File: config.mk
export PLATFORM = sky130hd
export DESIGN_NAME = gregorian_date_serial_unit
export DESIGN_NICKNAME = d
export VERILOG_FILES = /design/src/rtl/core/gds_pkg.sv /design/src/rtl/core/gds_sequencer.sv /design/src/rtl/core/gds_datapath.sv /design/src/rtl/core/gregorian_date_serial_unit.sv
export SDC_FILE = /design/constraint.sdc
export NUM_CORES = 1
export LEC_CHECK = 0
export BUFFER_PORTS_ARGS = -buffer_cell sky130_fd_sc_hd__buf_4
export CAP_MARGIN = 20
export CORE_MARGIN = 2
export CORE_UTILIZATION = 30
export CTS_CLUSTER_SIZE = 12
export DETAILED_ROUTE_END_ITERATION = 12
export PLACE_DENSITY = 0.57
export SLEW_MARGIN = 20
export SYNTH_ARGS = -nofsm -noshare
export SYNTH_HDL_FRONTEND = slang
export SYNTH_HIERARCHICAL = 1
export SYNTH_SLANG_ARGS = --single-unit
File: constraint.sdc
create_clock -name clk -period 7 [get_ports clk]
set_clock_uncertainty 0.15 [all_clocks]
set_input_delay 0 -clock clk [delete_from_list [all_inputs] [get_ports clk]]
set_output_delay 0 -clock clk [all_outputs]
set_load 0.02 [all_outputs]
File: src/rtl/core/gds_pkg.sv
// Shared types, constants, microprogram and calendar helpers of the date unit.
`default_nettype none

package gds_pkg;

	localparam int BASE_YEAR_DEF = 1900;
	localparam int YEAR_SPAN_DEF = 256;

	localparam int OP_W   = 3;
	localparam int DAY_W  = 5;
	localparam int MON_W  = 4;
	localparam int YEAR_W = 12;
	localparam int SER_W  = 17;
	localparam int WD_W   = 3;
	localparam int PC_W   = 4;

	typedef enum logic [OP_W-1:0] {
		OP_TO_SERIAL   = 3'd0,
		OP_FROM_SERIAL = 3'd1,
		OP_ADD         = 3'd2,
		OP_SUB         = 3'd3,
		OP_WEEKDAY     = 3'd4,
		OP_VALIDATE    = 3'd5
	} opcode_t;

	typedef enum logic [3:0] {
		A_NOP,
		A_LOAD,
		A_YEAR_FWD,
		A_MONTH_FWD,
		A_ADD_DAY,
		A_SHIFT,
		A_INV_INIT,
		A_YEAR_INV,
		A_MONTH_INV,
		A_SET_DAY,
		A_OUT_OK,
		A_OUT_BAD
	} act_t;

	typedef enum logic [2:0] {
		M_WAIT_IN,
		M_NEXT,
		M_BRANCH,
		M_REPEAT,
		M_WAIT_OUT
	} mode_t;

	typedef enum logic [3:0] {
		C_NONE,
		C_SER_BAD,
		C_OP_SERIAL,
		C_PRE_BAD,
		C_YEAR_MATCH,
		C_MONTH_MATCH,
		C_DAY_BAD,
		C_OP_KEEP,
		C_SHIFT_BAD,
		C_REM_IN_YEAR,
		C_REM_IN_MONTH
	} cond_t;

	typedef logic [PC_W-1:0] pc_t;

	typedef struct packed {
		act_t  act;
		mode_t mode;
		cond_t cond;
		pc_t   tgt;
	} ucode_t;

	typedef struct packed {
		logic ser_bad;
		logic op_serial;
		logic pre_bad;
		logic year_match;
		logic month_match;
		logic day_bad;
		logic op_keep;
		logic shift_bad;
		logic rem_in_year;
		logic rem_in_month;
		logic out_free;
	} dp_status_t;

	typedef struct packed {
		act_t act;
		logic en;
	} dp_ctl_t;

	// Labeled steps of the microprogram.
	localparam pc_t P_IDLE     = 4'd0;
	localparam pc_t P_CHK_SER  = 4'd1;
	localparam pc_t P_IS_SER   = 4'd2;
	localparam pc_t P_CHK_DATE = 4'd3;
	localparam pc_t P_YEAR_FWD = 4'd4;
	localparam pc_t P_MON_FWD  = 4'd5;
	localparam pc_t P_DAY      = 4'd6;
	localparam pc_t P_KEEP     = 4'd7;
	localparam pc_t P_SHIFT    = 4'd8;
	localparam pc_t P_INV      = 4'd9;
	localparam pc_t P_YEAR_INV = 4'd10;
	localparam pc_t P_MON_INV  = 4'd11;
	localparam pc_t P_SET_DAY  = 4'd12;
	localparam pc_t P_OK       = 4'd13;
	localparam pc_t P_BAD      = 4'd14;

	function automatic ucode_t uc(input act_t a, input mode_t md, input cond_t c, input pc_t t);
		ucode_t w;
		w.act  = a;
		w.mode = md;
		w.cond = c;
		w.tgt  = t;
		return w;
	endfunction

	// A repeat step runs its action and stays until the condition holds, then jumps.
	function automatic ucode_t ucode_rom(input pc_t pc);
		ucode_t w;
		unique case (pc)
			P_IDLE:     w = uc(A_LOAD,      M_WAIT_IN,  C_NONE,         P_CHK_SER);
			P_CHK_SER:  w = uc(A_NOP,       M_BRANCH,   C_SER_BAD,      P_BAD);
			P_IS_SER:   w = uc(A_NOP,       M_BRANCH,   C_OP_SERIAL,    P_INV);
			P_CHK_DATE: w = uc(A_NOP,       M_BRANCH,   C_PRE_BAD,      P_BAD);
			P_YEAR_FWD: w = uc(A_YEAR_FWD,  M_REPEAT,   C_YEAR_MATCH,   P_MON_FWD);
			P_MON_FWD:  w = uc(A_MONTH_FWD, M_REPEAT,   C_MONTH_MATCH,  P_DAY);
			P_DAY:      w = uc(A_ADD_DAY,   M_BRANCH,   C_DAY_BAD,      P_BAD);
			P_KEEP:     w = uc(A_NOP,       M_BRANCH,   C_OP_KEEP,      P_OK);
			P_SHIFT:    w = uc(A_SHIFT,     M_BRANCH,   C_SHIFT_BAD,    P_BAD);
			P_INV:      w = uc(A_INV_INIT,  M_NEXT,     C_NONE,         P_YEAR_INV);
			P_YEAR_INV: w = uc(A_YEAR_INV,  M_REPEAT,   C_REM_IN_YEAR,  P_MON_INV);
			P_MON_INV:  w = uc(A_MONTH_INV, M_REPEAT,   C_REM_IN_MONTH, P_SET_DAY);
			P_SET_DAY:  w = uc(A_SET_DAY,   M_NEXT,     C_NONE,         P_OK);
			P_OK:       w = uc(A_OUT_OK,    M_WAIT_OUT, C_NONE,         P_IDLE);
			P_BAD:      w = uc(A_OUT_BAD,   M_WAIT_OUT, C_NONE,         P_IDLE);
			default:    w = uc(A_NOP,       M_WAIT_OUT, C_NONE,         P_IDLE);
		endcase
		return w;
	endfunction

	// Elaboration-time helpers for span constants.
	function automatic int leaps_upto(input int n);
		return n / 4 - n / 100 + n / 400;
	endfunction

	function automatic int year_start(input int base, input int y);
		return (y - base) * 365 + leaps_upto(y - 1) - leaps_upto(base - 1);
	endfunction

	function automatic logic [DAY_W-1:0] month_len(input logic [MON_W-1:0] m, input logic leap);
		logic [DAY_W-1:0] n;
		case (m) inside
			4'd2:                    n = 5'd28 + {4'd0, leap};
			4'd4, 4'd6, 4'd9, 4'd11: n = 5'd30;
			default:                 n = 5'd31;
		endcase
		return n;
	endfunction

	function automatic logic [WD_W-1:0] wd_add(input logic [WD_W-1:0] w, input logic [WD_W-1:0] k);
		logic [WD_W:0] t;
		t = {1'b0, w} + {1'b0, k};
		if (t >= 4'd7)
			t = t - 4'd7;
		return t[WD_W-1:0];
	endfunction

	function automatic logic [WD_W-1:0] mod7_5(input logic [DAY_W-1:0] v);
		logic [DAY_W-1:0] r;
		r = v;
		if (r >= 5'd28)
			r = r - 5'd28;
		else if (r >= 5'd21)
			r = r - 5'd21;
		else if (r >= 5'd14)
			r = r - 5'd14;
		else if (r >= 5'd7)
			r = r - 5'd7;
		return r[WD_W-1:0];
	endfunction

endpackage

`default_nettype wire

File: src/rtl/core/gds_sequencer.sv
// Microprogram sequencer: step counter, control store lookup and conditional jumps.
`default_nettype none

module gds_sequencer (
	input  wire logic               clk,
	input  wire logic               arst_n,
	input  wire logic               in_valid,
	output logic                    in_ready,
	input  wire gds_pkg::dp_status_t status,
	output gds_pkg::dp_ctl_t        ctl
);
	import gds_pkg::*;

	pc_t    pc_q;
	pc_t    pc_next;
	ucode_t cw;
	logic   cond_hit;

	assign cw = ucode_rom(pc_q);

	always_comb begin
		unique case (cw.cond)
			C_NONE:         cond_hit = 1'b0;
			C_SER_BAD:      cond_hit = status.ser_bad;
			C_OP_SERIAL:    cond_hit = status.op_serial;
			C_PRE_BAD:      cond_hit = status.pre_bad;
			C_YEAR_MATCH:   cond_hit = status.year_match;
			C_MONTH_MATCH:  cond_hit = status.month_match;
			C_DAY_BAD:      cond_hit = status.day_bad;
			C_OP_KEEP:      cond_hit = status.op_keep;
			C_SHIFT_BAD:    cond_hit = status.shift_bad;
			C_REM_IN_YEAR:  cond_hit = status.rem_in_year;
			C_REM_IN_MONTH: cond_hit = status.rem_in_month;
			default:        cond_hit = 1'b0;
		endcase
	end

	always_comb begin
		ctl.act  = cw.act;
		ctl.en   = 1'b0;
		pc_next  = pc_q;
		in_ready = 1'b0;
		unique case (cw.mode)
			M_WAIT_IN: begin
				in_ready = 1'b1;
				ctl.en   = in_valid;
				pc_next  = in_valid ? cw.tgt : pc_q;
			end
			M_NEXT: begin
				ctl.en  = 1'b1;
				pc_next = cw.tgt;
			end
			M_BRANCH: begin
				ctl.en  = 1'b1;
				pc_next = cond_hit ? cw.tgt : pc_q + pc_t'(1);
			end
			M_REPEAT: begin
				// The action runs only while the exit condition is still false.
				ctl.en  = !cond_hit;
				pc_next = cond_hit ? cw.tgt : pc_q;
			end
			M_WAIT_OUT: begin
				ctl.en  = status.out_free;
				pc_next = status.out_free ? cw.tgt : pc_q;
			end
			default: begin
				pc_next = P_IDLE;
			end
		endcase
	end

	always_ff @(posedge clk or negedge arst_n) begin
		if (!arst_n)
			pc_q <= P_IDLE;
		else
			pc_q <= pc_next;
	end

endmodule

`default_nettype wire

File: src/rtl/core/gds_datapath.sv
// Calendar datapath: year and month walkers, serial accumulator, weekday and result word.
`default_nettype none

module gds_datapath #(
	parameter int BASE_YEAR = gds_pkg::BASE_YEAR_DEF,
	parameter int YEAR_SPAN = gds_pkg::YEAR_SPAN_DEF
) (
	input  wire logic                          clk,
	input  wire logic                          arst_n,
	input  wire gds_pkg::dp_ctl_t              ctl,
	input  wire logic [gds_pkg::OP_W-1:0]      operation,
	input  wire logic [gds_pkg::DAY_W-1:0]     day,
	input  wire logic [gds_pkg::MON_W-1:0]     month,
	input  wire logic [gds_pkg::YEAR_W-1:0]    year,
	input  wire logic [gds_pkg::SER_W-1:0]     serial_in,
	input  wire logic [gds_pkg::SER_W-1:0]     day_count,
	output gds_pkg::dp_status_t                status,
	output logic                               out_valid,
	input  wire logic                          out_ready,
	output logic [gds_pkg::DAY_W-1:0]          day_out,
	output logic [gds_pkg::MON_W-1:0]          month_out,
	output logic [gds_pkg::YEAR_W-1:0]         year_out,
	output logic [gds_pkg::SER_W-1:0]          serial_out,
	output logic [gds_pkg::WD_W-1:0]           weekday,
	output logic                               valid_res
);
	import gds_pkg::*;

	localparam int MAXS = year_start(BASE_YEAR, BASE_YEAR + YEAR_SPAN);
	localparam int SW   = $clog2(MAXS + (1 << SER_W) + 1);
	localparam int W0   = ((BASE_YEAR - 1601) * 365 + leaps_upto(BASE_YEAR - 1)
	                       - leaps_upto(1600)) % 7;

	localparam logic [SW-1:0]     MAXS_V  = SW'(MAXS);
	localparam logic [YEAR_W-1:0] BASE_V  = YEAR_W'(BASE_YEAR);
	localparam logic [YEAR_W:0]   END_V   = (YEAR_W + 1)'(BASE_YEAR + YEAR_SPAN);
	localparam logic [WD_W-1:0]   W0_V    = WD_W'(W0);
	localparam logic [1:0]        C4_0    = 2'(BASE_YEAR % 4);
	localparam logic [6:0]        C100_0  = 7'(BASE_YEAR % 100);
	localparam logic [8:0]        C400_0  = 9'(BASE_YEAR % 400);

	logic [OP_W-1:0]   op_q;
	logic [DAY_W-1:0]  d_q;
	logic [MON_W-1:0]  m_q;
	logic [YEAR_W-1:0] y_q;
	logic [SER_W-1:0]  cnt_q;
	logic [SW-1:0]     acc_q;
	logic [SW-1:0]     rem_q;
	logic [YEAR_W-1:0] yy_q;
	logic [MON_W-1:0]  mm_q;
	logic [1:0]        c4_q;
	logic [6:0]        c100_q;
	logic [8:0]        c400_q;
	logic [WD_W-1:0]   wd_q;

	logic              out_valid_q;
	logic [DAY_W-1:0]  day_q;
	logic [MON_W-1:0]  month_q;
	logic [YEAR_W-1:0] year_q;
	logic [SER_W-1:0]  serial_q;
	logic [WD_W-1:0]   wdo_q;
	logic              vres_q;

	logic              leap;
	logic [8:0]        year_len;
	logic [DAY_W-1:0]  mdays;
	logic [WD_W-1:0]   year_shift;
	logic [WD_W-1:0]   month_shift;
	logic [SW-1:0]     cnt_ext;
	logic [SW-1:0]     sum;
	logic [SW-1:0]     diff;
	logic [6:0]        c100_inc;
	logic [8:0]        c400_inc;
	logic              out_load;

	// The leap rule comes from running residues, so no division by 100 or 400 is needed.
	assign leap        = (c400_q == 9'd0) || (c4_q == 2'd0 && c100_q != 7'd0);
	assign year_len    = 9'd365 + {8'd0, leap};
	assign mdays       = month_len(mm_q, leap);
	assign year_shift  = 3'd1 + {2'd0, leap};
	assign month_shift = WD_W'(mdays - 5'd28);
	assign cnt_ext     = SW'(cnt_q);
	assign sum         = acc_q + cnt_ext;
	assign diff        = acc_q - cnt_ext;
	assign c100_inc    = (c100_q == 7'd99) ? 7'd0 : c100_q + 7'd1;
	assign c400_inc    = (c400_q == 9'd399) ? 9'd0 : c400_q + 9'd1;
	assign out_load    = ctl.en && (ctl.act == A_OUT_OK || ctl.act == A_OUT_BAD);

	always_comb begin
		status.ser_bad      = (op_q == OP_FROM_SERIAL) && (acc_q == '0 || acc_q > MAXS_V);
		status.op_serial    = (op_q == OP_FROM_SERIAL);
		status.pre_bad      = (op_q > OP_VALIDATE) || (y_q < BASE_V) || ({1'b0, y_q} >= END_V)
		                      || (m_q == 4'd0) || (m_q > 4'd12);
		status.year_match   = (yy_q == y_q);
		status.month_match  = (mm_q == m_q);
		status.day_bad      = (d_q == 5'd0) || (d_q > mdays);
		status.op_keep      = (op_q == OP_TO_SERIAL) || (op_q == OP_WEEKDAY)
		                      || (op_q == OP_VALIDATE);
		status.shift_bad    = (op_q == OP_ADD) ? (sum > MAXS_V) : (cnt_ext >= acc_q);
		status.rem_in_year  = (rem_q <= SW'(year_len));
		status.rem_in_month = (mm_q == 4'd12) || (rem_q <= SW'(mdays));
		status.out_free     = !out_valid_q || out_ready;
	end

	always_ff @(posedge clk) begin
		if (ctl.en) begin
			case (ctl.act)
				A_LOAD: begin
					op_q   <= operation;
					d_q    <= day;
					m_q    <= month;
					y_q    <= year;
					cnt_q  <= day_count;
					acc_q  <= (operation == OP_FROM_SERIAL) ? SW'(serial_in) : '0;
					yy_q   <= BASE_V;
					c4_q   <= C4_0;
					c100_q <= C100_0;
					c400_q <= C400_0;
					mm_q   <= 4'd1;
					wd_q   <= W0_V;
				end
				A_YEAR_FWD: begin
					acc_q  <= acc_q + SW'(year_len);
					yy_q   <= yy_q + 12'd1;
					c4_q   <= c4_q + 2'd1;
					c100_q <= c100_inc;
					c400_q <= c400_inc;
					wd_q   <= wd_add(wd_q, year_shift);
				end
				A_MONTH_FWD: begin
					acc_q <= acc_q + SW'(mdays);
					mm_q  <= mm_q + 4'd1;
					wd_q  <= wd_add(wd_q, month_shift);
				end
				A_ADD_DAY: begin
					acc_q <= acc_q + SW'(d_q);
					rem_q <= SW'(d_q);
					wd_q  <= wd_add(wd_q, mod7_5(d_q - 5'd1));
				end
				A_SHIFT: begin
					acc_q <= (op_q == OP_ADD) ? sum : diff;
				end
				A_INV_INIT: begin
					rem_q  <= acc_q;
					yy_q   <= BASE_V;
					c4_q   <= C4_0;
					c100_q <= C100_0;
					c400_q <= C400_0;
					mm_q   <= 4'd1;
					wd_q   <= W0_V;
				end
				A_YEAR_INV: begin
					rem_q  <= rem_q - SW'(year_len);
					yy_q   <= yy_q + 12'd1;
					c4_q   <= c4_q + 2'd1;
					c100_q <= c100_inc;
					c400_q <= c400_inc;
					wd_q   <= wd_add(wd_q, year_shift);
				end
				A_MONTH_INV: begin
					rem_q <= rem_q - SW'(mdays);
					mm_q  <= mm_q + 4'd1;
					wd_q  <= wd_add(wd_q, month_shift);
				end
				A_SET_DAY: begin
					wd_q <= wd_add(wd_q, mod7_5(rem_q[DAY_W-1:0] - 5'd1));
				end
				default: begin
				end
			endcase
		end
	end

	// Result word; the walkers already hold the date of the serial in acc_q.
	always_ff @(posedge clk) begin
		if (out_load) begin
			if (ctl.act == A_OUT_OK) begin
				day_q    <= rem_q[DAY_W-1:0];
				month_q  <= mm_q;
				year_q   <= yy_q;
				serial_q <= acc_q[SER_W-1:0];
				wdo_q    <= wd_q;
				vres_q   <= 1'b1;
			end else begin
				day_q    <= '0;
				month_q  <= '0;
				year_q   <= '0;
				serial_q <= '0;
				wdo_q    <= '0;
				vres_q   <= 1'b0;
			end
		end
	end

	always_ff @(posedge clk or negedge arst_n) begin
		if (!arst_n)
			out_valid_q <= 1'b0;
		else if (out_load)
			out_valid_q <= 1'b1;
		else if (out_ready)
			out_valid_q <= 1'b0;
	end

	assign out_valid  = out_valid_q;
	assign day_out    = day_q;
	assign month_out  = month_q;
	assign year_out   = year_q;
	assign serial_out = serial_q;
	assign weekday    = wdo_q;
	assign valid_res  = vres_q;

	a_load_only_when_free: assert property (@(posedge clk) disable iff (!arst_n)
		out_load |-> status.out_free)
		else $error("result word overwritten before it was taken");

	a_valid_date_shape: assert property (@(posedge clk) disable iff (!arst_n)
		out_valid_q && vres_q |-> month_q >= 4'd1 && month_q <= 4'd12 && day_q != 5'd0)
		else $error("valid result carries an impossible date");

	a_invalid_zeroed: assert property (@(posedge clk) disable iff (!arst_n)
		out_valid_q && !vres_q |-> serial_q == '0 && year_q == '0 && wdo_q == '0)
		else $error("invalid result is not cleared");

	a_weekday_range: assert property (@(posedge clk) disable iff (!arst_n)
		out_valid_q |-> wdo_q < 3'd7)
		else $error("weekday out of range");

endmodule

`default_nettype wire

File: src/rtl/core/gregorian_date_serial_unit.sv
// Top level of the Gregorian date unit: sequencer and calendar datapath.
//
//  channel  direction  handshake              word
//  in       sink       in_valid / in_ready    operation, day, month, year, serial_in, day_count
//  out      source     out_valid / out_ready  day_out, month_out, year_out, serial_out,
//                                             weekday, valid_res
//
// One word is in work at a time; each cycle runs one control word of the microprogram.
// A date walk steps from January of BASE_YEAR through the years and then the months,
// one year or month per cycle. Conversions and checks make one walk; add and subtract
// make two, a forward walk and an inverse walk.
// The input is ready again in the cycle after the result is loaded into the output register.
// Reset clears the step counter and the output valid flag; a stalled output holds the
// sequencer at its final step.
`default_nettype none

module gregorian_date_serial_unit #(
	parameter int BASE_YEAR = gds_pkg::BASE_YEAR_DEF,
	parameter int YEAR_SPAN = gds_pkg::YEAR_SPAN_DEF
) (
	input  wire logic                          clk,
	input  wire logic                          arst_n,
	input  wire logic                          in_valid,
	output logic                               in_ready,
	input  wire logic [gds_pkg::OP_W-1:0]      operation,
	input  wire logic [gds_pkg::DAY_W-1:0]     day,
	input  wire logic [gds_pkg::MON_W-1:0]     month,
	input  wire logic [gds_pkg::YEAR_W-1:0]    year,
	input  wire logic [gds_pkg::SER_W-1:0]     serial_in,
	input  wire logic [gds_pkg::SER_W-1:0]     day_count,
	output logic                               out_valid,
	input  wire logic                          out_ready,
	output logic [gds_pkg::DAY_W-1:0]          day_out,
	output logic [gds_pkg::MON_W-1:0]          month_out,
	output logic [gds_pkg::YEAR_W-1:0]         year_out,
	output logic [gds_pkg::SER_W-1:0]          serial_out,
	output logic [gds_pkg::WD_W-1:0]           weekday,
	output logic                               valid_res
);
	import gds_pkg::*;

	dp_status_t status;
	dp_ctl_t    ctl;

	gds_sequencer u_seq (
		.clk      (clk),
		.arst_n   (arst_n),
		.in_valid (in_valid),
		.in_ready (in_ready),
		.status   (status),
		.ctl      (ctl)
	);

	gds_datapath #(
		.BASE_YEAR (BASE_YEAR),
		.YEAR_SPAN (YEAR_SPAN)
	) u_dp (
		.clk        (clk),
		.arst_n     (arst_n),
		.ctl        (ctl),
		.operation  (operation),
		.day        (day),
		.month      (month),
		.year       (year),
		.serial_in  (serial_in),
		.day_count  (day_count),
		.status     (status),
		.out_valid  (out_valid),
		.out_ready  (out_ready),
		.day_out    (day_out),
		.month_out  (month_out),
		.year_out   (year_out),
		.serial_out (serial_out),
		.weekday    (weekday),
		.valid_res  (valid_res)
	);

endmodule

`default_nettype wire
-- After elaboration in Yosys (flattened, before gate mapping)
Memory sizes are Yosys's and may differ from the RTL's.
Cells that the tools add are included.
- eq/ne operators: 43
- $lt $le $gt $ge: 22
- muxes and demuxes: 42
- add/sub/neg operators: 35
- reduce and logical (&&, ||, !) cells: 43
- operator list (kind ; number):
    18-bit one-hot mux with 5 select lines ; 1
    18-bit one-hot mux with 4 select lines ; 1
    3-bit two-way mux ; 16
    4-bit by 3-bit equality test with 1-bit output (second input constant) ; 10
    4-bit equality test (second input constant) ; 10
    3-bit subtractor (second input constant) ; 13
    18-bit by 5-bit adder with 18-bit output ; 2
    18-bit by 17-bit greater-than comparator with 1-bit output (second input constant) ; 2
    12-bit one-hot mux with 2 select lines ; 1
    4-bit by 2-bit equality test with 1-bit output (second input constant) ; 5
    5-bit greater-or-equal comparator (second input constant) ; 4
    4-bit one-hot mux with 5 select lines ; 1
    18-bit by 17-bit adder with 18-bit output ; 1
    18-bit by 9-bit adder with 18-bit output ; 1
    17-bit by 18-bit greater-or-equal comparator with 1-bit output ; 1
    18-bit by 5-bit <= comparator with 1-bit output ; 1
    18-bit by 9-bit <= comparator with 1-bit output ; 1
    18-bit zero test ; 1
    18-bit two-way mux ; 1
    9-bit one-hot mux with 2 select lines ; 1
    18-bit by 17-bit subtractor with 18-bit output ; 1
    18-bit by 5-bit subtractor with 18-bit output ; 1
    18-bit by 9-bit subtractor with 18-bit output ; 1
    17-bit two-way mux ; 1
    other kinds (56) ; 107
- memories kept: 1
- memory bits (read-only): 240
- register bits: 161
- word-level logic and storage cells: 207
- memory list (name ; words ; bits a word ; rd ports ; clocked after memory_dff ; write ports ; line ; source):
    (no name shown) ; 16 ; 15 ; 1 ; 0 ; 0 ; gds_pkg.sv:120 ; unique case (pc)

-- Depth between registers and ports, before layout
Gate-level depths: netlist of the first run.
- word-level depth: 15
- depth in mapped cells: 23

-- Cells and area by module
Netlist of the first run, hierarchy kept.
- modules (own cells, without submodules) (module ; times used ; cells each ; sequential area each (um^2) ; area an instance (um^2)):
    gds_datapath ; 1 ; 1212 ; 4709.5 ; 11591.1
    gds_sequencer ; 1 ; 96 ; 100.1 ; 749.5

-- Least setup slack after synthesis of the first run
No wires, ideal clock.
- path type: register to register
- start: reg u_dp.acc_q[0]
- end: reg u_dp.acc_q[0], enable pin
- setup slack: 1.476 ns
- buffers on the path: 0
- clock period less this slack: 5.524 ns
- stages on the path, launching flop included: 20
- arrival time: 4.953 ns
- cells stage by stage: edfxtp_1 ha_1 fa_1 nor2b_1 o21ai_1 nand2_1 a311oi_2 a31oi_1 xnor2_1 a211oi_1 o211ai_1 nand3_1 nor4bb_1 o211ai_1 a21oi_2 nor3_2 nand2_1 o21ai_0 nand2b_1 a211oi_1
- RTL lines (item ; line ; source):
    start: declaration ; gds_datapath.sv:47 ; logic [SW-1:0] acc_q;
    start signal: assignment ; gds_datapath.sv:114 ; acc_q <= (operation == OP_FROM_SERIAL) ? SW'(serial_in) : '0;
    start signal: assignment ; gds_datapath.sv:123 ; acc_q <= acc_q + SW'(year_len);
    start signal: assignment ; gds_datapath.sv:131 ; acc_q <= acc_q + SW'(mdays);

==> results of run 1 <==
area by class of cell:
class                      count  share of cell area
multi-input combinational   1013               0.469
sequential                   161               0.323
timing repair buffer         183               0.103
tap                          532              0.0446
clock buffer                  17              0.0285
inverter                      77              0.0194
clock inverter                15              0.0120
antenna                        1            0.000168
cell usage after synthesis (9+ instances only):
cell type / number / area [sq um]
sky130_fd_sc_hd__a221o_1: 9 / 90.1
sky130_fd_sc_hd__o21ai_1: 13 / 65.1
sky130_fd_sc_hd__and2_1: 47 / 294
sky130_fd_sc_hd__inv_1: 71 / 267
sky130_fd_sc_hd__nand2b_1: 21 / 131
sky130_fd_sc_hd__nand3_1: 44 / 220
sky130_fd_sc_hd__nand4_1: 16 / 100
sky130_fd_sc_hd__nor3_1: 32 / 160
sky130_fd_sc_hd__o21bai_1: 12 / 90.1
sky130_fd_sc_hd__nand2_1: 102 / 383
sky130_fd_sc_hd__a21o_1: 21 / 158
sky130_fd_sc_hd__ha_1: 93 / 1160
sky130_fd_sc_hd__edfxtp_1: 156 / 4680
sky130_fd_sc_hd__a31oi_1: 12 / 75.1
sky130_fd_sc_hd__a21oi_1: 58 / 290
sky130_fd_sc_hd__o31ai_1: 9 / 67.6
sky130_fd_sc_hd__a22oi_1: 16 / 120
sky130_fd_sc_hd__nor2_1: 117 / 439
sky130_fd_sc_hd__o22ai_1: 14 / 87.6
sky130_fd_sc_hd__a211oi_1: 12 / 90.1
sky130_fd_sc_hd__clkbuf_1: 41 / 154
sky130_fd_sc_hd__and3_1: 17 / 106
sky130_fd_sc_hd__o21ai_0: 61 / 305
sky130_fd_sc_hd__mux2i_1: 9 / 90.1
sky130_fd_sc_hd__xnor2_1: 73 / 639
sky130_fd_sc_hd__nor4_1: 17 / 106
sky130_fd_sc_hd__nor2b_1: 17 / 106
sky130_fd_sc_hd__o211ai_1: 9 / 67.6
sky130_fd_sc_hd__xor2_1: 33 / 289
what timing repair did:
item | CTS | global route
hold buffers | 61 | 0
setup buffers | 0 | 0
hold endpoints to repair | 64 | 0
worst max-delay path: stages (launching register included):
cell and delay (ns):
sky130_fd_sc_hd__edfxtp_1 0.43, sky130_fd_sc_hd__or4_1 0.54, sky130_fd_sc_hd__nor4_1 0.25, sky130_fd_sc_hd__a22o_1 0.37, sky130_fd_sc_hd__inv_1 0.16, sky130_fd_sc_hd__a221oi_1 0.80
sky130_fd_sc_hd__ha_1 0.32, sky130_fd_sc_hd__fa_1 0.24, sky130_fd_sc_hd__nor2_1 0.09, sky130_fd_sc_hd__and2_1 0.24, sky130_fd_sc_hd__a2111oi_1 0.80, sky130_fd_sc_hd__a31o_2 0.25
sky130_fd_sc_hd__nand4_1 0.14, sky130_fd_sc_hd__a21oi_4 0.23, sky130_fd_sc_hd__nor3_2 0.08, sky130_fd_sc_hd__nand2_1 0.07, sky130_fd_sc_hd__o21ai_0 0.24, sky130_fd_sc_hd__and4b_2 0.54
sky130_fd_sc_hd__buf_12 0.27, sky130_fd_sc_hd__nand2b_1 0.15
how the worst max path moves through the flow:
| stage | startpoint | to | slack, ns | depth (start not counted) |
|---|---|---|---|---|
| final | u_dp/c400_q[7] | u_dp/out_valid | 0.51 | 19 |
| after detailed placement | u_dp/c400_q[3] | u_dp/out_valid | 0.52 | 19 |
| after global routing | u_dp/c400_q[3] | u_dp/out_valid | 0.19 | 19 |
| after global placement | u_dp/c400_q[7] | u_dp/out_valid | 0.48 | 19 |
| after floorplan | u_dp/acc_q[0] | u_dp/acc_q[0] | 1.48 | 19 |
| after CTS | u_dp/c400_q[7] | u_dp/out_valid | 0.49 | 19 |
cell families (layout without fill, tap and decap cells):
family / count (synthesis) / count (layout) / synth area share
buf+inv: 134 / 292 / 0.0454
xor+xnor: 106 / 106 / 0.0752
fa+ha+maj: 101 / 101 / 0.107
flops: 161 / 161 / 0.390
mux: 10 / 10 / 0.00821
simple gates: 475 / 475 / 0.196
compound gates: 321 / 321 / 0.178
other cells: 0 / 1 / 0
registers in the layout (all words and copies together), names as in the netlist, 9 cells and up:
name             flops
u_dp/year_out       12
u_dp/serial_out     17
u_dp/yy_q           12
u_dp/c400_q          9
u_dp/y_q            12
u_dp/cnt_q          17
u_dp/acc_q          18
u_dp/rem_q          18
through the flow:
step                 util  setup slack, ns  instance area, sq um
floorplan               -             1.48                 12300
global placement    0.336            0.483                 13700
detailed placement  0.336            0.523                 13700
CTS                 0.366            0.495                 14900
global route        0.366            0.190                 14900
finish              0.366            0.515                 14900
layout by cell type (no fill, tap or decap), types with 21 or more instances in the layout:
cell | synthesis | routed
sky130_fd_sc_hd__a21o_1 | 21 | 21
sky130_fd_sc_hd__a21oi_1 | 58 | 58
sky130_fd_sc_hd__and2_1 | 47 | 47
sky130_fd_sc_hd__buf_4 | 2 | 120
sky130_fd_sc_hd__dlygate4sd3_1 | 0 | 61
sky130_fd_sc_hd__edfxtp_1 | 156 | 156
sky130_fd_sc_hd__ha_1 | 93 | 93
sky130_fd_sc_hd__inv_1 | 71 | 71
sky130_fd_sc_hd__nand2_1 | 102 | 102
sky130_fd_sc_hd__nand2b_1 | 21 | 21
sky130_fd_sc_hd__nand3_1 | 44 | 44
sky130_fd_sc_hd__nor2_1 | 117 | 116
sky130_fd_sc_hd__nor3_1 | 32 | 31
sky130_fd_sc_hd__o21ai_0 | 61 | 60
sky130_fd_sc_hd__xnor2_1 | 73 | 73
sky130_fd_sc_hd__xor2_1 | 33 | 33
routing by layer:
layer | share of wire | vias to the layer above | wire length, um
li1 | - | 5081 | -
met1 | 0.44 | 5085 | 16000
met2 | 0.47 | 337 | 16900
met3 | 0.066 | 47 | 2380
met4 | 0.023 | 0 | 848
met5 | 0 | - | 0
==> results.rst, run 1 <==
.. list-table::
   :header-rows: 1

   * - Metric
     - Value
   * - DR vias/cell
     - around 5.3
   * - Status
     - finished clean
   * - Endpoint, Worst Hold
     - u_seq/pc_q[1]
   * - Total Neg Setup Slack
     - 0 ns
   * - Drt first pass iters
     - 5
   * - Number of buffers inserted during clock tree synthesis
     - 17
   * - Count of warnings emitted by yosys
     - 6
   * - Clock insertion delay at the later pin of the skew report
     - approximately 0.44 ns
   * - Full die area
     - between 0.04 and 0.05 sq mm
   * - Placeable core area
     - between 0.04 and 0.05 sq mm
   * - Critical path class
     - reg2reg
   * - Setup slack of the worst register-to-register path
     - 0.51 ns
   * - Global placement routability congestion
     - just under 0.9
   * - Initial drt markers
     - between 700 and 800
   * - Library cell used as clock root buffer
     - sky130_fd_sc_hd__clkbuf_16
   * - Sum of routed wire length over all layers
     - between 30 and 40 mm
   * - R2r startpoint
     - u_dp/c400_q[7]
   * - Number of cells on the worst hold path
     - 5
   * - Met2 Usage GRT
     - 0.275
   * - Pin count of the biggest net entering global routing
     - 37
   * - Least-Margin Pin Slew
     - 1.00 ns
   * - Number of buffers added on ports
     - roughly 110
   * - R2r worst-path depth
     - 19
   * - Final worst path period share
     - 0.926
   * - Congestion Overflow GR
     - 0
   * - M1 GR Usage
     - 0.222
   * - Number of rows in the core area
     - 74
   * - Leading register cell type out of synthesis
     - sky130_fd_sc_hd__edfxtp_1
   * - Crit path launch type
     - flip-flop
   * - Clock Tree Buf Depth
     - 2
   * - Clock tree from TritonCTS
     - yes
   * - Unique cell type count in the Yosys netlist
     - between 80 and 90
   * - Number of antenna violations at the first check in global routing
     - 0
   * - Fmax achieved
     - ~150 MHz
   * - Number of remaining DRC errors
     - 0
   * - Number of global-route vias before repair
     - 10,100
   * - Post-layout minimum cycle time
     - 6.49 ns
   * - Count of filler cells inserted in the layout
     - 4,068
   * - X dimension of the die
     - between 200 and 250 um
   * - Area used by multi-input combinational logic
     - about 0.0070 sq mm
   * - Level count of the clock H-tree
     - 4
   * - Maximum fanout count along the critical path
     - 23
   * - Kind of path behind the tightest hold check
     - in2reg
   * - Clk pin slew, worst setup/hold paths
     - roughly 0.080 ns
   * - Synthesized area per cell
     - about 9.4 sq um
   * - Vert. Die Dim
     - approximately 210 um
   * - Sequential area share after synthesis
     - 0.390
   * - Global-route wire length before repair
     - between 50 and 60 mm
   * - Post-DRT Antenna Nets
     - 0
   * - Count of mapped cells out of synthesis
     - about 1,300
   * - Unrepaired setup endpoints after global routing
     - false
   * - Mapped cell area
     - 0.0123 sq mm
   * - Register bit total from synthesis
     - about 160
   * - Gates resized, CTS repair
     - 0
   * - Crit Reg-Reg Endpoint
     - u_dp/out_valid
   * - Final net count
     - around 1,600
   * - Layout overhead on the synthesized area
     - 20.8%
   * - Data arrival time of the worst path
     - roughly 6.7 ns
   * - Share of synthesized registers carrying an async set or reset
     - 0.0311
   * - Hold violation total from the final report
     - 0
   * - Share of cells above drive strength 1
     - 0.128
   * - Total of max-cap violations
     - 0
   * - Via total after detailed routing
     - ~11,000
   * - Final cell count without fillers
     - 1,999
   * - Post-Syn Nets
     - 1,471
   * - Worst hold margin
     - around 0.055 ns
   * - Relative max-transition margin
     - 0.328
   * - Placed instance count
     - 1,904
   * - Capturing element type of the critical path
     - flip-flop
   * - Met3 usage
     - 0.0366
   * - I/O pin count
     - between 100 and 150
   * - Combined global-route utilization of all metal layers
     - 0.169
   * - Critical path data required time
     - 7.19 ns
   * - Hold Crit Start
     - in_valid
   * - Per-cell routed wire length
     - approximately 18 um
   * - Most congested layer reported by global routing
     - met2
   * - Total clock sinks
     - roughly 160
   * - EDFF count, synth
     - around 160
   * - Initial cell density of the core
     - 0.303
   * - Post-detailed-placement half-perimeter wirelength
     - approximately 27 mm
   * - Setup Viol. Count Final
     - 0
   * - Area taken by flip-flops and latches
     - a little under 0.005 sq mm
   * - Final Slew Violations
     - 0
Power of run 1 is left out: the tool's default activity adds up to more than one toggle a clock period on the data nets, which glitch-free logic cannot reach.
==> inputs of run 2 (changes only) <==
PLACE_DENSITY = 0.58   (was 0.57)
clock period = 5.5 ns   (was 7 ns; I/O delays follow)
==> run 2 against run 1 <==
Effect of this change:
- worst hold slack improved by 0.011 ns
- cell area increased by 1.4%
- global-route usage increased by 0.21 points
- sequential share of layout area decreased by 0.45 points
- non-clock buffer count increased by 23
- die area unchanged
==> results.rst, run 2 (same netlist as run 1, synthesis figures left out) <==
.. list-table::
   :header-rows: 1

   * - Metric
     - Value
   * - Status
     - finished clean
   * - Number of buffers inserted during clock tree synthesis
     - 17
   * - Post-layout minimum cycle time
     - 5.13 ns
   * - Crit Reg-Reg Endpoint
     - u_dp/serial_out[6]
   * - Capturing element type of the critical path
     - flip-flop
   * - Drt first pass iters
     - 5
   * - R2r worst-path depth
     - 18
   * - M1 GR Usage
     - 0.235
   * - Clk pin slew, worst setup/hold paths
     - roughly 0.080 ns
   * - Via total after detailed routing
     - approximately 11,000
   * - Per-cell routed wire length
     - 18.0 um
   * - Placeable core area
     - approximately 0.041 sq mm
   * - Slowest-stage cell, CP
     - sky130_fd_sc_hd__or4_1
   * - Setup slack of the worst register-to-register path
     - 0.37 ns
   * - Number of antenna violations at the first check in global routing
     - 0
   * - Full die area
     - 0.0428 sq mm
   * - Maximum fanout count along the critical path
     - 35
   * - Critical path class
     - reg2reg
   * - Critical path data required time
     - 5.53 ns
   * - Post-detailed-placement half-perimeter wirelength
     - 27.4 mm
   * - Final standard cell utilization of the core
     - 0.371
   * - Antenna diodes
     - 0
   * - Sum of routed wire length over all layers
     - 36.3 mm
   * - Initial drt markers
     - 745
   * - Clock tree from TritonCTS
     - yes
   * - Number of buffers added on ports
     - 105
   * - Kind of path behind the tightest hold check
     - in2reg
   * - Hold violation total from the final report
     - 0
   * - Final net count
     - 1,639
   * - Critical-path cell list
     - or4_1 -> nor4_1 -> a22o_1 -> inv_1 -> a221oi_1 -> ha_1 -> fa_1 -> nor2_1 -> and2_1 -> a2111oi_2 -> a31o_2 -> nand4_1 -> a21oi_4 -> nor3_2 -> nand2_1 -> o21ai_2 -> and4b_2 -> buf_12
   * - Endpoint, Worst Hold
     - u_seq/pc_q[1]
   * - Met3 usage
     - 0.0239
   * - Vert. Die Dim
     - 207 um
   * - Combined global-route utilization of all metal layers
     - 0.171
   * - Number of global-route vias before repair
     - roughly 10,000
   * - Initial cell density of the core
     - 0.303
   * - Crit path launch type
     - flip-flop
   * - Least-Margin Pin Slew
     - around 1.1 ns
   * - DR vias/cell
     - 5.26
   * - Fmax achieved
     - 195 MHz
   * - Most common cell after layout, fill and taps aside
     - sky130_fd_sc_hd__edfxtp_1
   * - Global-route wire length before repair
     - around 56 mm
   * - Data arrival time of the worst path
     - ~5.2 ns
   * - Area used by multi-input combinational logic
     - 0.00701 sq mm
   * - Library cell used as clock root buffer
     - sky130_fd_sc_hd__clkbuf_16
   * - Global placement routability congestion
     - between 0.9 and 1
   * - Largest stage delay on the critical path
     - about 0.53 ns
   * - R2r startpoint
     - u_dp/c400_q[7]
   * - Total of max-cap violations
     - 0
   * - Level count of the clock H-tree
     - 4
   * - Unrepaired setup endpoints after global routing
     - false
   * - Leading cell types in the layout, fill and taps excluded
     - sky130_fd_sc_hd__edfxtp_1 (156), sky130_fd_sc_hd__buf_4 (141), sky130_fd_sc_hd__nor2_1 (116)
   * - I/O pin count
     - 106
   * - Setup Viol. Count Final
     - 0
   * - Layout overhead on the synthesized area
     - 22.5%
   * - Final worst slack
     - 0.368 ns
   * - Clock insertion delay at the later pin of the skew report
     - 0.45 ns
   * - Final Slew Violations
     - 0
   * - Hold Crit Start
     - in_valid
   * - Placement Setup Slack
     - -0.00587 ns
   * - Most congested layer reported by global routing
     - met2
   * - X dimension of the die
     - 207 um
   * - Largest registers
     - u_dp/acc_q: 18 flops, u_dp/rem_q: 18 flops
   * - Share of cells above drive strength 1
     - 0.144
   * - Count of filler cells inserted in the layout
     - 4,131
   * - Post-DRT Antenna Nets
     - 0
   * - Number of remaining DRC errors
     - 0
   * - Clock Tree Buf Depth
     - 2
   * - Met2 Usage GRT
     - 0.282
   * - Number of cells on the worst hold path
     - 5
   * - Pin count of the biggest net entering global routing
     - 36
   * - Final worst path period share
     - 0.933
   * - Total clock sinks
     - approximately 160
   * - Area taken by flip-flops and latches
     - 0.00481 sq mm
   * - Number of rows in the core area
     - 74
   * - Relative max-transition margin
     - 0.273
   * - Congestion Overflow GR
     - 0
==> run 2: cell types whose count changed in the layout (fill, tap and decap cells not counted), moves of 2 or more <==
| cell | delta |
|---|---|
| sky130_fd_sc_hd__clkinv_4 | -2 |
| sky130_fd_sc_hd__o21ai_2 | +2 |
| sky130_fd_sc_hd__buf_4 | +21 |
| sky130_fd_sc_hd__buf_12 | +3 |
| sky130_fd_sc_hd__clkinv_8 | -2 |
==> run 2: timing repair <==
action / 4_1_cts / 5_1_grt
gates cloned: 0 / 0
hold endpoints to repair: 64 / 0
setup buffers: 0 / 1
pin swaps: 0 / 1
resized for setup: 1 / 5
hold buffers: 61 / 0
setup endpoints to repair: 77 / 157
==> run 2: critical path, delay by kind of cell, from the launching register on <==
kind	cells	cell delay, ns
AO/OA/AOI/OAI	6	1.72
adder cells (fa/ha/maj)	2	0.51
buffers and inverters	2	0.34
flip-flops	1	0.43
AND/OR/NAND/NOR	8	1.70
==> run 2: final cells by class <==
type,instances,area share
Timing Repair Buffer,206,0.116
Sequential cell,161,0.318
Inverter,77,0.0191
Clock inverter,15,0.0113
Multi-Input combinational cell,1013,0.464
Clock buffer,17,0.0281
Tap cell,532,0.0440
==> run 2: per-stage QoR <==
stage                     TNS, ns  cell area [sq um]  hold WS [ns]  cells
after floorplan                 0              12300        -0.446   1308
after CTS                       0              15100        0.0273   2020
after detailed placement  -0.0918              13900        -0.346   1927
final                           0              15100        0.0653   2021
after global placement      -2.60              13900        -0.345   1927
after global routing            0              15100        0.0857   2021
==> run 2: per-layer routing <==
metal  wire length (um)  share of wire
met1              16500           0.45
met2              17200           0.48
met3               1860          0.051
met4                689          0.019
met5                  0              0
==> run 2: worst max-delay path by stage <==
stage / endpoint / from / slack (ns) / cells after the start
6_report: u_dp/serial_out[6] / u_dp/c400_q[7] / 0.37 / 18
5_1_grt: u_dp/acc_q[8] / u_dp/cnt_q[0] / 0.05 / 21
4_1_cts: u_dp/serial_out[6] / u_dp/c400_q[7] / 0.09 / 18
3_5_place_dp: u_dp/year_out[9] / u_dp/c400_q[7] / -0.006 / 18
3_3_place_gp: u_dp/rem_q[12] / u_dp/c400_q[8] / -0.06 / 19
2_1_floorplan: u_dp/c100_q[0] / u_dp/acc_q[0] / 0.10 / 19
Power of run 2 is left out for the same reason.
==> inputs of run 3 (changes only) <==
PLACE_DENSITY = unset   (was 0.58)
==> run 3 against run 2 <==
Effect of this change:
- sequential share of layout area hardly changed
- count of clock-buffer cells in the layout unchanged
- cell area grew 0.13%
- highest routed layer unchanged
- worst hold slack improved by 0.036 ns
- non-clock buffer count is 3 higher
- critical endpoint is now u_dp/y_q[2]
- core utilization barely moved
- largest cell class unchanged
- die area unchanged
- via count shrank 0.10%
- wire length is 0.30% lower
- maximum frequency down 0.86%
- worst setup slack got worse by 0.044 ns
==> results.rst, run 3 (same netlist as run 1, synthesis figures left out) <==
.. list-table::
   :header-rows: 1

   * - Metric
     - Value
   * - Per-cell routed wire length
     - ~18 um
   * - Hold violation total from the final report
     - 0
   * - Level count of the clock H-tree
     - 4
   * - Library cell used as clock root buffer
     - sky130_fd_sc_hd__clkbuf_16
   * - Critical-path cell list
     - or4_1 -> nor4_1 -> a22o_1 -> inv_1 -> a221oi_1 -> ha_1 -> fa_1 -> nor2_1 -> and2_1 -> a2111oi_0 -> a31o_2 -> nand4_1 -> a21oi_4 -> nor3_2 -> nand2_1 -> o21ai_2 -> and3_2 -> buf_4
   * - I/O pin count
     - ~110
   * - Capturing element type of the critical path
     - flip-flop
   * - Antenna diodes
     - 0
   * - Total Neg Setup Slack
     - 0 ns
   * - Clk pin slew, worst setup/hold paths
     - roughly 0.07 ns
   * - Pin count of the biggest net entering global routing
     - 32
   * - Clock Tree Buf Depth
     - 2
   * - Combined global-route utilization of all metal layers
     - 0.172
   * - Share of cells above drive strength 1
     - 0.145
   * - Number of antenna violations at the first check in global routing
     - 0
   * - Number of rows in the core area
     - 74
   * - Clock insertion delay at the later pin of the skew report
     - around 0.45 ns
   * - Sum of routed wire length over all layers
     - 36.2 mm
   * - Via total after detailed routing
     - approximately 11,000
   * - Post-detailed-placement half-perimeter wirelength
     - around 28 mm
   * - Critical path data required time
     - 5.53 ns
   * - Count of filler cells inserted in the layout
     - slightly above 4,000
   * - Fmax achieved
     - 193 MHz
   * - Combined buffer and inverter count along the critical path
     - 2
   * - Relative max-transition margin
     - 0.335
   * - Post-CTS Setup Bufs
     - 0
   * - X dimension of the die
     - 207 um
   * - Number of remaining DRC errors
     - 0
   * - Crit path max-delay family
     - compound AO/OA/AOI/OAI gates
   * - Total clock sinks
     - approximately 160
   * - Leading cell types in the layout, fill and taps excluded
     - sky130_fd_sc_hd__edfxtp_1 (156), sky130_fd_sc_hd__buf_4 (143), sky130_fd_sc_hd__nor2_1 (116)
   * - Clock tree from TritonCTS
     - yes
   * - Initial cell density of the core
     - 0.303
   * - Final worst path period share
     - 0.941
   * - Vert. Die Dim
     - a little over 200 um
   * - Initial drt markers
     - between 800 and 900
   * - Full die area
     - 0.0428 sq mm
   * - Most common cell after layout, fill and taps aside
     - sky130_fd_sc_hd__edfxtp_1
   * - Critical path class
     - reg2reg
   * - Slowest-stage cell, CP
     - sky130_fd_sc_hd__a2111oi_0
   * - Post-layout minimum cycle time
     - approximately 5.2 ns
   * - Congestion Overflow GR
     - 0
   * - Status
     - finished clean
   * - Least-Margin Pin Slew
     - 0.992 ns
   * - Crit path launch type
     - flip-flop
   * - DR vias/cell
     - 5.25
   * - Final Slew Violations
     - 0
   * - Maximum fanout count along the critical path
     - 19
   * - Largest registers
     - u_dp/acc_q: 18 flops, u_dp/rem_q: 18 flops
   * - Data arrival time of the worst path
     - roughly 5.2 ns
   * - Number of buffers inserted during clock tree synthesis
     - 17
   * - Unrepaired setup endpoints after global routing
     - false
   * - Setup Viol. Count Final
     - 0
   * - Final net count
     - between 1,500 and 2,000
   * - Placeable core area
     - approximately 0.041 sq mm
   * - Number of global-route vias before repair
     - a little over 10,000
   * - Cell area after layout
     - around 0.015 sq mm
   * - Global placement routability congestion
     - roughly 0.91
   * - Layout overhead on the synthesized area
     - 22.7%
   * - Largest stage delay on the critical path
     - approximately 0.61 ns
   * - Total placed instance area
     - 0.0139 sq mm
   * - Post-DRT Antenna Nets
     - 0
   * - Total of max-cap violations
     - 0
   * - Number of buffers added on ports
     - about 110
   * - Kind of path behind the tightest hold check
     - in2reg
   * - Drt first pass iters
     - 5
   * - Global-route wire length before repair
     - between 50 and 60 mm
run 3: cell types whose count changed in the layout (fill, tap and decap cells not counted), sizes merged:
cell,previous run,this run
inv,84,83
buf,145,148
run 3: cell type report:
type / instances / area, sq um / share of cell area
Multi-Input combinational cell: 1013 / 7000 / 0.462
Sequential cell: 161 / 4810 / 0.318
Timing Repair Buffer: 209 / 1780 / 0.118
Tap cell: 532 / 666 / 0.0440
Clock buffer: 17 / 425 / 0.0281
Inverter: 77 / 289 / 0.0191
Clock inverter: 14 / 170 / 0.0112
run 3: path summary, 6_finish.rpt:
path | startpoint | end | slack (ns) | cells past startpoint
hold reg to reg | u_dp/c4_q[0] | u_dp/c4_q[0] | 0.41 | 1
setup / recovery | u_dp/c400_q[8] | u_dp/y_q[2] | 0.32 | 18
setup reg to reg | u_dp/c400_q[8] | u_dp/y_q[2] | 0.32 | 18
max in group asynchronous | arst_n | u_dp/out_valid | 4.66 | 3
min in group asynchronous | arst_n | u_seq/pc_q[1] | 0.35 | 3
hold / removal | in_valid | u_seq/pc_q[1] | 0.10 | 5
run 3: routing by layer:
layer,part of all wire,track usage,wire (um)
met1,0.45,0.228,16200
met2,0.48,0.288,17400
met3,0.047,0.0239,1710
met4,0.025,0.0603,918
met5,0,0,0
run 3: per-stage QoR:
step	setup slack [ns]	hold slack, ns	util	cells
2_1_floorplan	0.102	-0.446	-	1308
3_3_place_gp	0.285	-0.346	0.342	1931
3_5_place_dp	0.222	-0.345	0.342	1931
4_1_cts	0.189	0.0655	0.371	2023
5_1_grt	0.0949	0.114	0.372	2023
6_report	0.324	0.101	0.372	2023
run 3: what timing repair did:
action | in CTS | in global routing
hold endpoints to repair | 64 | 0
resized for setup | 0 | 4
setup endpoints to repair | 0 | 145
hold buffers | 61 | 0
run 3: tightest hold or removal path, cell delays in order:
cell and delay (ns):
sky130_fd_sc_hd__buf_4 0.09, sky130_fd_sc_hd__o32ai_1 0.15, sky130_fd_sc_hd__a21o_2 0.27, sky130_fd_sc_hd__nand2_1 0.07, sky130_fd_sc_hd__o21ai_1 0.06
Power of run 3 is left out for the same reason.
